<file path="src/hdl/dws_queue.sv">
// Small word queue between the scan front and the window back end.
`timescale 1ns / 1ps
`default_nettype none
module dws_queue #(
  parameter int W     = 8,
  parameter int DEPTH = 4
) (
  input  wire logic                       clk,
  input  wire logic                       rst,
  input  wire logic                       push,
  input  wire logic [W-1:0]               push_data,
  input  wire logic                       pop,
  output logic      [W-1:0]               head,
  output logic                            not_empty,
  output logic      [$clog2(DEPTH+1)-1:0] count
);
  localparam int PTR_W = (DEPTH > 1) ? $clog2(DEPTH) : 1;

  logic [W-1:0]     slots [DEPTH];
  logic [PTR_W-1:0] wr_ptr;
  logic [PTR_W-1:0] rd_ptr;

  assign not_empty = (count != '0);
  assign head      = slots[rd_ptr];

  always_ff @(posedge clk) begin
    if (push) begin
      slots[wr_ptr] <= push_data;
    end
  end

  always_ff @(posedge clk) begin
    if (rst) begin
      wr_ptr <= '0;
      rd_ptr <= '0;
      count  <= '0;
    end else begin
      if (push) begin
        wr_ptr <= (wr_ptr == PTR_W'(DEPTH - 1)) ? '0 : wr_ptr + 1'b1;
      end
      if (pop) begin
        rd_ptr <= (rd_ptr == PTR_W'(DEPTH - 1)) ? '0 : rd_ptr + 1'b1;
      end
      if (push && !pop) begin
        count <= count + 1'b1;
      end else if (pop && !push) begin
        count <= count - 1'b1;
      end
    end
  end
endmodule
`default_nettype wire

</file>
<file path="config.mk">
export PLATFORM = sky130hd
export DESIGN_NAME = dws_queue
export DESIGN_NICKNAME = d
export VERILOG_FILES = /design/src/hdl/dws_queue.sv
export SDC_FILE = /design/constraint.sdc
export NUM_CORES = 1
export LEC_CHECK = 0
export BUFFER_PORTS_ARGS = -buffer_cell sky130_fd_sc_hd__buf_4
export CORE_ASPECT_RATIO = 1.75
export CORE_MARGIN = 1
export CORE_UTILIZATION = 49
export DETAILED_ROUTE_END_ITERATION = 8
export GPL_TIMING_DRIVEN = 0
export PLACE_DENSITY = 0.76
export SYNTH_ARGS = -nofsm -noshare
export SYNTH_HDL_FRONTEND = slang
export SYNTH_SLANG_ARGS = --single-unit
</file>
<file path="constraint.sdc">
create_clock -name clk -period 1.55 [get_ports clk]
set_input_delay 0.2325 -clock clk [delete_from_list [all_inputs] [get_ports clk]]
set_output_delay 0.2325 -clock clk [all_outputs]
set_load 0.005 [all_outputs]
</file>
Yosys cells after proc, flatten, opt, wreduce, memory -nomap -nowiden:

Memory sizes are Yosys's and may differ from the RTL's. A register that Yosys moved wholly into a read port is not among the register bits.
Index checks and enable logic that the tools add are counted.
Widths: inputs -> output; s select.

* bits of input ports: 12
* word-level logic and storage cells: 24
* RAM bits: 32
* memories kept: 1
* flip-flop bits (word level): 7

* reductions and logical operators: 6
* $add $sub $neg: 4
* multiplexer cells: 8
* equal/unequal tests: 2

Memory list
* slots: words 4, width 8, read ports 1, clocked after memory_dff 1, write ports 1, line 19 `logic [W-1:0] slots [DEPTH];`

Operator list (number)
* $mux 2: 4
* $mux 3: 2
* $add 2x1->2 const B: 2
* $eq 2x2->1 const B: 2
* $add 3x1->3 const B: 1
* $reduce_bool 3->1: 1
* $sub 3x1->3 const B: 1
* $logic_and 1x1->1: 2
* $logic_not 1->1: 2
* $mux 1: 2
* $reduce_bool 2->1: 1

Logic depth before layout (Yosys ltp):

* word-level depth: 4
* gate-level depth with buffers: 7
* gate-level depth less buffers: 7

Worst setup path after synthesis:

Ideal clock, no wire load.

* path kind: in2reg
* start: in pop
* end: reg count[2]
* stages: 7
* required time: 1.480 ns
* buffers on the path: 0
* setup time: 0.070 ns
* path slack: 0.056 ns
* arrival: 1.424 ns
* path through: inv_1 -> ha_1 -> inv_1 -> fa_1 -> xor2_1 -> or3_1 -> a21oi_1

* word-level cells in the longest chain between the ends: 3

Ends and longest elaborated chain
* from (decl): line 12 `input wire logic pop,`
* $logic_not 1->1: line 44 `if (push && !pop) begin`
* $logic_and 1x1->1: line 44
* $mux 3 / $reduce_bool 2->1 (equally long branches)
* to (signal assigned): line 45 `count <= count + 1'b1;`
* to (signal assigned): line 47 `count <= count - 1'b1;`
* to (decl): line 15 `output logic [$clog2(DEPTH+1)-1:0] count`

Several ways; a longest one is shown, not always the timed one.
A chain may end at the register's enable or synchronous reset.

==> flow_summary.yaml <==
die:
  io_pins: 24
  dieHeight_um: 77.45
  core_um2: 3108
  dieArea_um2: 3494
  num_rows: 27
  start_util: 0.5129
  die_x_um: 45.12
critical_path:
  reg2reg_depth: 4
  cp.required_ns: 1.32
  cp.arrival_ns: 1.42
  end_kind: "output pin"
  cpPeakStageDelay_ns: 0.51
  crit_slowest_cell: "mux4_2"
  crit_chain: "buf_12 > mux4_2 > buf_6"
  crit_type: "reg -> out"
  critical_path.top_delay_family: "multiplexers"
  path_depth: 3
  cp-start-kind: "register"
  cp_max_fo: 8
  crit_buf_inv: 2
clock_network:
  cts_tree: "built"
  hold_buffers: 0
  clk_pin_slew_worst_paths_ns: 0.07
  postCtsSetupBuffers: 0
  htree_levels: 2
  clock_latency_ns: 0.29
  clock-sinks: 41
  cts_buffer_depth: 2
  numCtsBuffers: 5
  cts_root_buf: "clkbuf_8"
detailed_routing:
  drtIter0Drc: 20
  num_vias: 825
  drc: 0
  wl_per_cell_um: 15.91
  viasPerCell: 5.156
  drt_first_pass_iters: 4
  ant_nets: 0
  drt-total-wl_um: 2545
global_routing:
  grt.overflow.total: 0
  grt_max_degree: 14
  track_usage: 0.1739
  grt_pass1_wl_um: 4029
  grt_pass1_vias: 884
  antenna_found_initial: 0
synthesis:
  ys_ff_latch: 41
  syn_area_um2: 1594
  dominantRegCellSynth: "edfxtp_1"
  synth_top_area_share: 0.6028
  synth_commonest_cells: "edfxtp_1 (32), dfxtp_1 (9), mux4_2 (8)"
  yosys_warnings: 0
  synthArstFlopShare: 0
  synth-edff-count: 32
  syn_area_per_cell_um2: 18.54
  yosysSeqAreaShare: 0.7159
  yosys.area.top_type: "edfxtp_1"
  yosys-top-cells-area: "edfxtp_1 (60%), dfxtp_1 (11%), mux4_2 (11%), ha_1 (4.7%), mux2i_1 (1.9%)"
  syn_nets: 105
  synth_cell_types: 16
  synth_most_common_cell: "edfxtp_1"
  synth_cells: 86
pwr:
  leakage_nw: 0.7296
  peakVddDrop_mv: 0.8079
  p_per_area_nw_per_um2: 1153
  fin_total_pwr_mw: 2.240
sta:
  hold_viol_final: 0
  rsz0062_at_grt: "true"
  slew_viol_final: 0
  period_share: 1.068
  max_slew_margin: 0.7107
  hold_ws_ns: 0.1407
  layout_setup_ws_ns: -0.1060
  max_freq_ghz: 0.6039
  worst_pin_slew_ns: 0.4339
  setup_violations: 8
  period_minus_slack_ns: 1.656
  skew_ns: 0.002627
flow_run:
  cap_violations: 0
min_path:
  min_path_cells: 1
  hold_path.class: "in -> reg"
placed_design:
  gp_congestion: 0.6728
  dp_hpwl_um: 1796
  io_buffers: 23
cells_and_area:
  syn2layout_area_growth_pct: 21.90
  insertedDiodeCount: 0
  final_nets: 135
  drive_above_1_share: 0.3590
outcome:
  violations: "setup timing"
  status: "complete, but fails checks"
[layer usage]
layer / GRT usage / share of wire / vias up
met5: 0 / 0 / -
met4: 0.1515 / 0.045 / 0
met3: 0.03953 / 0.049 / 10
met2: 0.2957 / 0.56 / 28
met1: 0.1588 / 0.35 / 403
li1: - / - / 384
[final cells by class]
type / count / area (um2)
clock buffers: 5 / 68.82
multi-input cells: 38 / 417.9
fillers: 250 / 1165
well taps: 43 / 53.80
repair buffers: 23 / 198.9
clock inverters: 3 / 17.52
flip-flops and latches: 41 / 1142
inverters: 5 / 18.77
plain buffers: 2 / 25.02
[per-stage QoR]
step	std cells	setup slack, ns	utilization	TNS (ns)	cell area (um2)
2_1_floorplan	86	0.05586	-	0	1594
3_5_place_dp	152	-0.1722	0.5857	-0.1722	1821
5_1_grt	160	-0.1531	0.6252	-1.162	1943
6_report	160	-0.1060	0.6252	-0.7778	1943
4_1_cts	160	-0.1350	0.6224	-1.020	1934
3_3_place_gp	152	-0.1375	0.5857	-0.1375	1821
[path summary, 6_finish.rpt]
path | startpoint | endpoint | slack [ns]
worst min register to register | count[2]$_SDFFE_PP0P_ | count[2]$_SDFFE_PP0P_ | 0.51
worst max register to register | count[0]$_SDFFE_PP0P_ | count[2]$_SDFFE_PP0P_ | 0.08
worst min-delay path | push_data[0] | slots[2][0]$_DFFE_PP_ | 0.14
worst max-delay path | register | head[7] | -0.11
[timing repair]
action	4_1_cts	5_1_grt
gates cloned	0	0
setup endpoints to repair	8	8
resized for setup	8	2
[sequential cells by signal (all words and copies together) (netlist names), named ones only]
signal,cells
rd_ptr,2
slots,32
wr_ptr,2
count,3
[report_power, final]
group	switching, mW	internal (mW)	total [mW]
Sequential	0.0333	1.25	1.28
Combinational	0.126	0.180	0.306
Clock	0.345	0.310	0.655
[layout by cell type, fill, tap and decap left out, drive strengths merged]
| cell | n |
|---|---|
| a21oi | 3 |
| and2 | 4 |
| buf | 24 |
| clkbuf | 6 |
| clkinv | 2 |
| clkinvlp | 1 |
| dfxtp | 9 |
| edfxtp | 32 |
| fa | 1 |
| ha | 6 |
| inv | 5 |
| mux2i | 3 |
| mux4 | 8 |
| nor2 | 6 |
| nor3b | 2 |
| o21ai | 1 |
| or3 | 2 |
| xor2 | 2 |
[kinds of logic (layout without fill, tap and decap cells)]
| family | after synthesis | after routing | share of synthesized area |
|---|---|---|---|
| buf+inv | 7 | 38 | 0.02198 |
| flops | 41 | 41 | 0.7159 |
| mux | 11 | 11 | 0.1319 |
| simple gates | 14 | 14 | 0.04709 |
| compound gates | 4 | 4 | 0.01255 |
| fa+ha+maj | 7 | 7 | 0.05965 |
| xor+xnor | 2 | 2 | 0.01099 |
[worst register-to-register path: cells and delay by family (launching register included)]
family,cells,cell delay [ns]
simple gates,1,0.30
flops,1,0.36
compound gates,1,0.14
xor+xnor,1,0.16
fa+ha+maj,1,0.44
(Power assumes the default switching activity.)
